### config.mk
export PLATFORM = sky130hd
export DESIGN_NAME = byte_level_bpe_token_decode
export DESIGN_NICKNAME = d
export VERILOG_FILES = /design/src/bpetd_pkg.sv /design/src/bpetd_front.sv /design/src/bpetd_queue.sv /design/src/bpetd_back.sv /design/src/byte_level_bpe_token_decode.sv
export VERILOG_INCLUDE_DIRS = /design/src /design/src/src
export SDC_FILE = /design/constraint.sdc
export NUM_CORES = 1
export LEC_CHECK = 0
export ABC_AREA = 1
export ABC_CLOCK_PERIOD_IN_PS = 4400
export BUFFER_PORTS_ARGS = -buffer_cell sky130_fd_sc_hd__buf_4
export CORE_MARGIN = 2
export CORE_UTILIZATION = 56
export CTS_CLUSTER_SIZE = 10
export DETAILED_ROUTE_END_ITERATION = 6
export HOLD_SLACK_MARGIN = 0.06
export PLACE_DENSITY = 0.77
export SYNTH_ARGS = -nofsm -noshare
export SYNTH_HDL_FRONTEND = slang
export SYNTH_SLANG_ARGS = --single-unit
### constraint.sdc
create_clock -name clock -period 4.4 [get_ports clock]
set_input_delay 0.88 -clock clock [delete_from_list [all_inputs] [get_ports clock]]
set_output_delay 0.88 -clock clock [all_outputs]
set_load 0.03 [all_outputs]
### src/assert_macros.svh
// Assertion macros shared by the token decode modules.
// Every module that uses them has ports named clock and reset.
`ifndef ASSERT_MACROS_SVH
`define ASSERT_MACROS_SVH

// Check a property on every clock edge outside reset.
`define CHECK_CLK(label, prop, msg) \
   label: assert property (@(posedge clock) disable iff (reset) (prop)) else $error(msg);

// Check a property on every clock edge, reset included.
`define CHECK_ALWAYS(label, prop, msg) \
   label: assert property (@(posedge clock) (prop)) else $error(msg);

`endif

### src/bpetd_pkg.sv
// Types, constants and decode functions for the byte level token decoder.
// Used by every module of the block; depends on nothing.
package bpetd_pkg;

   // Queue between the character assembler and the result emitter.
   localparam int QDEPTH = 4;
   localparam int QPTR_W = (QDEPTH > 1) ? $clog2(QDEPTH) : 1;
   localparam int QCNT_W = $clog2(QDEPTH + 1);

   localparam logic [20:0] CP_INVALID = 21'h00FFFD;

   typedef struct packed {
      logic [7:0] in_byte;
      logic       in_last;
   } req_payload_type;

   typedef struct packed {
      logic [7:0] out_byte;
      logic       out_mapped;
      logic       run_last;
      logic       token_end;
   } rsp_payload_type;

   // One closed character, already classified.
   typedef struct packed {
      logic            hit;
      logic [7:0]      map_byte;
      logic [3:0][7:0] bytes;
      logic [2:0]      count;
      logic            last;
   } char_entry_type;

   typedef struct packed {
      logic           valid;
      char_entry_type entry;
   } char_word_type;

   typedef struct packed {
      logic       hit;
      logic [7:0] value;
   } lookup_type;

   // Character length from the lead byte; invalid leads count as one byte.
   function automatic logic [2:0] lead_length(input logic [7:0] b);
      logic [2:0] len;
      if (!b[7]) begin
         len = 3'd1;
      end else if (b[7:5] == 3'b110) begin
         len = 3'd2;
      end else if (b[7:4] == 4'b1110) begin
         len = 3'd3;
      end else if (b[7:3] == 5'b11110) begin
         len = 3'd4;
      end else begin
         len = 3'd1;
      end
      return len;
   endfunction

   // Code point of a character; missing bytes are zero.
   function automatic logic [20:0] code_point(input logic [3:0][7:0] b,
                                              input logic [2:0] len);
      logic [20:0] cp;
      case (len)
         3'd2: cp = {10'd0, b[0][4:0], b[1][5:0]};
         3'd3: cp = {5'd0, b[0][3:0], b[1][5:0], b[2][5:0]};
         3'd4: cp = {b[0][2:0], b[1][5:0], b[2][5:0], b[3][5:0]};
         default: cp = b[0][7] ? CP_INVALID : {13'd0, b[0]};
      endcase
      return cp;
   endfunction

   // Reverse byte-to-unicode map.
   function automatic lookup_type byte_lookup(input logic [20:0] cp);
      lookup_type r;
      logic [6:0] n;
      n = cp[6:0];
      r.hit   = 1'b0;
      r.value = cp[7:0];
      if ((cp >= 21'h21 && cp <= 21'h7E) || (cp >= 21'hA1 && cp <= 21'hAC) ||
          (cp >= 21'hAE && cp <= 21'hFF)) begin
         r.hit = 1'b1;
      end else if (cp >= 21'd256 && cp < 21'd324) begin
         r.hit = 1'b1;
         if (n < 7'd33) begin
            r.value = {1'b0, n};
         end else if (n < 7'd67) begin
            r.value = {1'b0, n} + 8'h5E;
         end else begin
            r.value = 8'hAD;
         end
      end
      return r;
   endfunction

endpackage

### src/bpetd_front.sv
// Character assembler: groups input bytes into characters and classifies them.
// Depends on bpetd_pkg and assert_macros.svh; feeds bpetd_queue.
`include "assert_macros.svh"

module bpetd_front
   import bpetd_pkg::*;
(
   input  logic            clock,
   input  logic            reset,
   input  logic            req_valid,
   output logic            req_ready,
   input  req_payload_type req_data,
   input  logic            q_full,
   output char_word_type   push
);

   logic [2:0][7:0] held_ff, held_in;
   logic [2:0]      len_ff, len_in;
   logic [1:0]      seen_ff, seen_in;

   logic            accept;
   logic [2:0]      cur_len;
   logic [2:0]      count;
   logic            close;
   logic [3:0][7:0] bytes;
   lookup_type      look;

   assign req_ready = !q_full;
   assign accept    = req_valid && req_ready;

   // Gather the open character's bytes with the new word appended.
   always_comb begin
      cur_len = (len_ff == 3'd0) ? lead_length(req_data.in_byte) : len_ff;
      count   = {1'b0, seen_ff} + 3'd1;
      close   = (count >= cur_len) || req_data.in_last || (count >= 3'd4);
      for (int p = 0; p < 3; p++) begin
         if (p < seen_ff) begin
            bytes[p] = held_ff[p];
         end else if (p == seen_ff) begin
            bytes[p] = req_data.in_byte;
         end else begin
            bytes[p] = 8'h00;
         end
      end
      bytes[3] = (seen_ff == 2'd3) ? req_data.in_byte : 8'h00;
      look     = byte_lookup(code_point(bytes, cur_len));
   end

   // Push a closed character.
   always_comb begin
      push.valid          = accept && close;
      push.entry.hit      = look.hit;
      push.entry.map_byte = look.value;
      push.entry.bytes    = bytes;
      push.entry.count    = count;
      push.entry.last     = req_data.in_last;
   end

   // Advance or drop the open character.
   always_comb begin
      held_in = held_ff;
      len_in  = len_ff;
      seen_in = seen_ff;
      if (accept) begin
         if (close) begin
            len_in  = 3'd0;
            seen_in = 2'd0;
         end else begin
            held_in[seen_ff] = req_data.in_byte;
            len_in           = cur_len;
            seen_in          = count[1:0];
         end
      end
   end

   always_ff @(posedge clock) begin
      held_ff <= held_in;
      if (reset) begin
         len_ff  <= 3'd0;
         seen_ff <= 2'd0;
      end else begin
         len_ff  <= len_in;
         seen_ff <= seen_in;
      end
   end

   `CHECK_CLK(a_open_consistent, (len_ff == 3'd0) == (seen_ff == 2'd0),
              "open length and byte count disagree")
   `CHECK_CLK(a_push_count, push.valid |-> (push.entry.count != 3'd0 &&
              push.entry.count <= 3'd4), "pushed character has bad byte count")

endmodule

### src/bpetd_queue.sv
// Short queue of classified characters between assembler and emitter.
// Depends on bpetd_pkg and assert_macros.svh.
`include "assert_macros.svh"

module bpetd_queue
   import bpetd_pkg::*;
(
   input  logic          clock,
   input  logic          reset,
   input  char_word_type push,
   output logic          full,
   output char_word_type head,
   input  logic          pop
);

   char_entry_type      entries_ff [QDEPTH];
   logic [QPTR_W-1:0]   wr_ptr_ff, wr_ptr_in;
   logic [QPTR_W-1:0]   rd_ptr_ff, rd_ptr_in;
   logic [QCNT_W-1:0]   count_ff, count_in;
   logic                do_pop;

   assign full       = (count_ff == QCNT_W'(QDEPTH));
   assign head.valid = (count_ff != '0);
   assign head.entry = entries_ff[rd_ptr_ff];
   assign do_pop     = pop && head.valid;

   // Advance pointers and occupancy.
   always_comb begin
      wr_ptr_in = wr_ptr_ff;
      rd_ptr_in = rd_ptr_ff;
      count_in  = count_ff;
      if (push.valid) begin
         wr_ptr_in = (wr_ptr_ff == QPTR_W'(QDEPTH - 1)) ? '0 : wr_ptr_ff + 1'b1;
      end
      if (do_pop) begin
         rd_ptr_in = (rd_ptr_ff == QPTR_W'(QDEPTH - 1)) ? '0 : rd_ptr_ff + 1'b1;
      end
      case ({push.valid, do_pop})
         2'b10:   count_in = count_ff + 1'b1;
         2'b01:   count_in = count_ff - 1'b1;
         default: count_in = count_ff;
      endcase
   end

   always_ff @(posedge clock) begin
      if (push.valid) begin
         entries_ff[wr_ptr_ff] <= push.entry;
      end
      if (reset) begin
         wr_ptr_ff <= '0;
         rd_ptr_ff <= '0;
         count_ff  <= '0;
      end else begin
         wr_ptr_ff <= wr_ptr_in;
         rd_ptr_ff <= rd_ptr_in;
         count_ff  <= count_in;
      end
   end

   `CHECK_CLK(a_no_overflow, push.valid |-> !full, "push into full queue")
   `CHECK_CLK(a_count_bound, count_ff <= QCNT_W'(QDEPTH), "queue occupancy out of range")
   `CHECK_CLK(a_ptr_gap, (count_ff == '0 || count_ff == QCNT_W'(QDEPTH)) |->
              (wr_ptr_ff == rd_ptr_ff), "pointers disagree with occupancy")

endmodule

### src/bpetd_back.sv
// Result emitter: turns each queued character into one or more result words.
// Depends on bpetd_pkg and assert_macros.svh; reads bpetd_queue.
`include "assert_macros.svh"

module bpetd_back
   import bpetd_pkg::*;
(
   input  logic            clock,
   input  logic            reset,
   input  char_word_type   head,
   output logic            pop,
   output logic            rsp_valid,
   input  logic            rsp_ready,
   output rsp_payload_type rsp_data
);

   logic [1:0]      idx_ff, idx_in;
   logic            rsp_valid_ff, rsp_valid_in;
   rsp_payload_type rsp_data_ff, rsp_data_in;
   logic            emit;
   logic            run_end;

   assign emit      = head.valid && (!rsp_valid_ff || rsp_ready);
   assign run_end   = head.entry.hit || (({1'b0, idx_ff} + 3'd1) == head.entry.count);
   assign pop       = emit && run_end;
   assign rsp_valid = rsp_valid_ff;
   assign rsp_data  = rsp_data_ff;

   // Build the next result word from the queue head.
   always_comb begin
      rsp_data_in = rsp_data_ff;
      idx_in      = idx_ff;
      if (emit) begin
         if (head.entry.hit) begin
            rsp_data_in.out_byte   = head.entry.map_byte;
            rsp_data_in.out_mapped = 1'b1;
         end else begin
            rsp_data_in.out_byte   = head.entry.bytes[idx_ff];
            rsp_data_in.out_mapped = 1'b0;
         end
         rsp_data_in.run_last  = run_end;
         rsp_data_in.token_end = run_end && head.entry.last;
         idx_in                = run_end ? 2'd0 : idx_ff + 2'd1;
      end
   end

   // Hold the output word until taken.
   always_comb begin
      rsp_valid_in = rsp_valid_ff;
      if (emit) begin
         rsp_valid_in = 1'b1;
      end else if (rsp_ready) begin
         rsp_valid_in = 1'b0;
      end
   end

   always_ff @(posedge clock) begin
      rsp_data_ff <= rsp_data_in;
      if (reset) begin
         idx_ff       <= 2'd0;
         rsp_valid_ff <= 1'b0;
      end else begin
         idx_ff       <= idx_in;
         rsp_valid_ff <= rsp_valid_in;
      end
   end

   `CHECK_CLK(a_idx_in_range, head.valid |-> ({1'b0, idx_ff} < head.entry.count),
              "byte index beyond character")
   `CHECK_CLK(a_idx_idle, !head.valid |-> (idx_ff == 2'd0), "byte index left over")

endmodule

### src/byte_level_bpe_token_decode.sv
// Byte level BPE token decoder: one UTF-8 word in per cycle while the queue has room,
// one raw byte out per cycle while rsp_ready allows. A closing word's first result passes
// the queue, then the output register. A hit gives one result; a miss gives one per byte.
// Input is taken whenever the four-entry character queue has room.
// Synchronous reset clears the open character, the queue and the output register at once.
module byte_level_bpe_token_decode
   import bpetd_pkg::*;
(
   input  logic            clock,
   input  logic            reset,
   input  logic            req_valid,
   output logic            req_ready,
   input  req_payload_type req_data,
   output logic            rsp_valid,
   input  logic            rsp_ready,
   output rsp_payload_type rsp_data
);

   char_word_type push;
   char_word_type head;
   logic          q_full;
   logic          pop;

   bpetd_front u_front (
      .clock     (clock),
      .reset     (reset),
      .req_valid (req_valid),
      .req_ready (req_ready),
      .req_data  (req_data),
      .q_full    (q_full),
      .push      (push)
   );

   bpetd_queue u_queue (
      .clock (clock),
      .reset (reset),
      .push  (push),
      .full  (q_full),
      .head  (head),
      .pop   (pop)
   );

   bpetd_back u_back (
      .clock     (clock),
      .reset     (reset),
      .head      (head),
      .pop       (pop),
      .rsp_valid (rsp_valid),
      .rsp_ready (rsp_ready),
      .rsp_data  (rsp_data)
   );

endmodule
**Yosys cells after proc, flatten, opt, wreduce, memory -nomap -nowiden**

Memory sizes are Yosys's and may differ from the RTL's. A register that Yosys moved wholly into a read port is not among the register bits.
Cells that the tools add are included.

- Register bits after elaboration: 50
- Bits in writable memories: 180
- Output and inout port bits: 13
- Memories: 1

Memory list:

| memory | depth | bits a word | read ports | clocked after memory_dff | write ports | RTL line | RTL |
|---|---|---|---|---|---|---|---|
| u_queue.entries_ff | 4 | 45 | 1 | 1 | 1 | bpetd_queue.sv:16 | `char_entry_type entries_ff [QDEPTH];` |

- $add $sub $neg: 8
- Magnitude comparators: 18
- Equal/unequal tests: 15
- Multiplexer cells: 37
- Bitwise gates (word level): 1
- Reductions and logical operators: 25

Operators with widths:

| operator | number |
|---|---|
| $mux 8 | 12 |
| $pmux 21 s3 | 1 |
| $ge 21x8->1 const B | 2 |
| $le 21x8->1 const B | 2 |
| $bwmux 24 | 1 |
| $ge 21x6->1 const B | 1 |
| $ge 21x9->1 const B | 1 |
| $le 21x7->1 const B | 1 |
| $lt 21x9->1 const B | 1 |
| $mux 3 | 6 |
| $mux 9 | 2 |
| $bmux 8 s2 | 1 |
| $demux 8 s2 | 1 |
| $mux 16 | 1 |
| $mux 2 | 6 |
| $logic_and 1x1->1 | 11 |
| $eq 3x3->1 const B | 3 |
| $add 7x7->8 const B | 1 |
| $eq 2x2->1 const B | 4 |
| $lt 7x6->1 const B | 1 |
| $lt 7x7->1 const B | 1 |
| $add 2x1->2 const B | 3 |
| $add 2x1->3 const B | 2 |
| $eq 3x2->1 const B | 2 |
| 24 further kinds | 37 |

**Logic depth before layout (Yosys ltp)**

- Word-level depth: 13
- Gate-level depth with buffers: 21

**By module**

Synthesis repeated with hierarchy kept, for this count alone.

- Cell total of the unflattened synthesis: 1,055
- Area, all modules: 11,209.5 um^2

Modules (own cells, without submodules):

| module | times used | cells each | area each (um^2) |
|---|---|---|---|
| bpetd_queue | 1 | 499 | 7,148.1 |
| bpetd_front | 1 | 439 | 3,169.3 |
| bpetd_back | 1 | 117 | 892.1 |

**Worst setup path after synthesis**

No wires, ideal clock.

- Kind: input port to flip-flop
- From: input req_data[7] (netlist bit)
- To: memory u_queue.entries_ff[0][0] (netlist bit), enable pin
- Library setup time: 0.448 ns
- Arrival: 4.273 ns
- Required time: 3.952 ns
- Setup slack: -0.321 ns
- Stages: 13
- Path buffers: 1
- Path through: nand2_1 -> inv_1 -> nand3_2 -> nand2_2 -> nand2_2 -> buf_6 -> ha_1 -> inv_1 -> a21boi_0 -> o21ai_0 -> a21oi_1 -> clkinv_1 -> nor2_1

- Word-level cells in the longest chain between the ends: 12

RTL lines:

| element | RTL line | RTL |
|---|---|---|
| start, declared | byte_level_bpe_token_decode.sv:13 | `input req_payload_type req_data,` |
| $eq 5x5->1 | bpetd_pkg.sv:52 | `end else if (b[7:3] == 5'b11110) begin` |
| $mux 3 | bpetd_pkg.sv:52 |  |
| $mux 3 | bpetd_pkg.sv:50 | `end else if (b[7:4] == 4'b1110) begin` |
| $mux 3 (*) | bpetd_pkg.sv:48 | `end else if (b[7:5] == 3'b110) begin` |
| $mux 3 (*) | bpetd_pkg.sv:46 | `if (!b[7]) begin` |
| $mux 3 (*) | bpetd_front.sv:33 | `cur_len = (len_ff == 3'd0) ? lead_length(req_data.in_byte) : len_ff;` |
| $ge 3x3->1 (*) | bpetd_front.sv:35 | `close = (count >= cur_len) \|\| req_data.in_last \|\| (count >= 3'd4);` |
| $logic_or 1x1->1 (*) (2 in a row) | bpetd_front.sv:35 |  |
| $logic_and 1x1->1 (*) | bpetd_front.sv:51 | `push.valid = accept && close;` |
| $mux 1 (*) | bpetd_queue.sv:46 | `if (push.valid) begin` |
| $mux 1 (implied by the code) (*) | bpetd_queue.sv:47 | `entries_ff[wr_ptr_ff] <= push.entry;` |
| end, declared | bpetd_queue.sv:16 |  |

Mark *: on every way between the ends. The rest lies on a longest branch, timed or not.

==> impl_metrics.toml <==
[place]
gp_congestion = 0.936
post-place-cells = 1204
hpwl_um = 15500
io_buffers = 25

[synthesis]
yosysTopAreaCell = "edfxtp_1"
ys_async_sr_fraction_pct = 0
yosysUniqueCellTypes = 45
synth_top_area_share_pct = 61.3
synth.yosys.seq_area_share_pct = 64.5
ys_ff_latch = 232
yosys_warnings = 0
ys_top_cells_by_area = "edfxtp_1 61%, o21ai_0 5.4%, nor2_1 5.3%, nand2_1 4.8%, dfxtp_1 3.2%"
synth_edf_count = 215
mappedNetlistNets = 1002
syn_inst = 970
syn_area_per_cell_um2 = 10.9
synth_flop_cell = "edfxtp_1"
syn_area_um2 = 10500

[finish]
synthToLayoutAreaGrowth_pct = 12.3
diodes = 0
multi_input_area_um2 = 3260
layout-drive-gt1-share_pct = 11.2
layout.cells.most_common = "edfxtp_1"
seqCellArea_um2 = 6800
final_cell_mix = "215 x edfxtp_1, 146 x nor2_1, 134 x nand2_1"
fill_cells = 1392
layout.nets = 1031
fin_cells = 1254

[critical_path]
crit_fanout = 13
crit_type = "flop to flop"
cp_top_family = "simple AND/OR/NAND/NOR gates"
critPathRequiredTime_ps = 4640
crit_top_cell = "nand2_1"
crit_arrival_ps = 3890
end_kind = "flop"
crit_chain = "inv_1 > ha_1 > inv_1 > nor2_1 > inv_1 > o21ai_0 > nand2_1 > nand3_1 > nor2_2 > inv_1 > ha_1 > nand2_1 > nor2_1 > nand2_1 > nor2_1 > nand2_1 > nand2_1 > nand4_1"
worstSetupStartpointType = "flop"
critPathSlowestCell = "o21ai_0"
worst-path-buf-inv = 4
max_stage_delay_ps = 870

[routing]
drc = 0
firstDrtPassIters = 5
drt_wl_total_um = 24400
ant_nets = 0
avgViaCountPerCell = 5.94
wl_per_cell_um = 19.5
vias = 7455
initialDrtViolationCount = 1009

[run_status]
status = "complete, no violations"

[global_route]
track_usage_pct = 24.9
grt_pass1_vias = 6997
grt_max_degree = 83
grt_first_pass_wirelength_um = 37900
antenna_found_initial = 2
grt_overflow_total = 0

[timing]
rsz0062_at_grt = "false"
setup-violations-final = 0
fmax_ghz = 0.274
finalCriticalPeriod_ps = 3650
fin_skew_ps = 10.8
finalMaxSlewViolations = 0
hold_viol = 0
max-slew-margin-rel_pct = 27.1
worstMarginPinSlew_ps = 1080
fin_crit_sh_pct = 83.0

[floorplanning]
die_y_um = 141
start_util_pct = 56.7
ios = 26
die_width_um = 141
rows = 50
fp.dieArea_um2 = 19900
core-area_um2 = 18600

[clock_tree]
cts_root_buf = "clkbuf_16"
clkSlewWorstSetupHoldPaths_ps = 50
cts_hold_buffers = 0
cts_resized = 0
cts_max_path_buffers = 3
post-cts-setup-buffers = 0
cts.sinks = 232
cts_tree = "built"
clkLatencyLatePin_ps = 540
cts_buffers = 27
htreeDepth = 1

[power]
peakVddDrop_uv = 339
power_leakage_nw = 4.43
power_mw = 6.70
p_per_area_nw_per_um2 = 567

[job]
maxCapViolCount = 0

[hold_path]
hp-class = "flop to flop"
[where the power goes]
| part | leakage, nW | total, mW | internal, mW | switching, mW |
|---|---|---|---|---|
| Clock | 0.370 | 1.97 | 1.15 | 0.819 |
| Sequential | 2.14 | 2.83 | 2.76 | 0.0650 |
| Combinational | 1.92 | 1.90 | 0.551 | 1.35 |
| Total | 4.43 | 6.70 | 4.47 | 2.24 |
[through the flow]
step | setup TNS, ps | hold WS, ps | cell area (µm²) | setup slack (ps) | utilization [%]
5_1_grt | 0 | 513 | 11800 | 402 | 63.7
2_1_floorplan | -57740 | 459 | 10500 | -321 | -
4_1_cts | 0 | 492 | 11800 | 870 | 63.7
6_report | 0 | 490 | 11800 | 748 | 63.7
3_3_place_gp | 0 | 471 | 11000 | 678 | 59.5
3_5_place_dp | 0 | 480 | 11000 | 599 | 59.5
[per-layer routing]
| layer | routed length [µm] | up-vias | track usage [%] |
|---|---|---|---|
| li1 | - | 3495 | - |
| met1 | 9750 | 3540 | 34.6 |
| met2 | 11400 | 347 | 40.2 |
| met3 | 2250 | 71 | 4.35 |
| met4 | 952 | 2 | 8.95 |
| met5 | 13 | - | 0 |
[kinds of logic after synthesis]
kind of cell	synth area share (%)
and+or+nand+nor	16.0
DFF	64.5
AOI/OAI and AO/OA	12.0
buffers and inverters	4.90
adders and majority gates	2.33
xor gates and xnor gates	0.333
[cell usage after synthesis, types with 16 or more instances]
master / instances
edfxtp_1: 215
nor2_1: 150
nand2_1: 134
o21ai_0: 113
inv_1: 78
nand3_1: 47
o221ai_1: 27
clkbuf_1: 26
a21oi_1: 20
ha_1: 18
dfxtp_1: 17
o22ai_1: 16
[final cells by class]
cell class,instances,area share [%]
flip-flops and latches,232,57.5
clock buffers,47,6.35
clock inverters,3,0.275
inverters,87,2.79
repair buffers,42,3.09
well taps,234,2.47
multi-input cells,609,27.6
[worst min-delay path, cell delays in order (launching register included)]
cell	delay, ps
dfxtp_1	320
a21oi_1	60
nor2_1	70
[registers in the layout, summed over array words and instances (netlist names), named ones only]
signal / count
u_queue.entries_ff: 180
u_front.held_ff: 24
u_back.rsp_data: 11
u_front.len_ff: 3
u_queue.count_ff: 3
u_back.idx_ff: 2
u_front.seen_ff: 2
u_queue.rd_ptr_ff: 2
u_queue.wr_ptr_ff: 2
u_back.rsp_valid: 1
[final timing paths]
path                                           from                         to  slack (ps)  depth (start not counted)
worst min register to register  u_queue.count_ff[1]        u_queue.count_ff[1]         490                          2
worst max-delay path             u_front.seen_ff[1]  u_queue.entries_ff[1][44]         750                         18
worst min-delay path            u_queue.count_ff[1]        u_queue.count_ff[1]         490                          2
worst max register to register   u_front.seen_ff[1]  u_queue.entries_ff[1][44]         750                         18
Note: power is estimated with default switching activity, not from simulation.
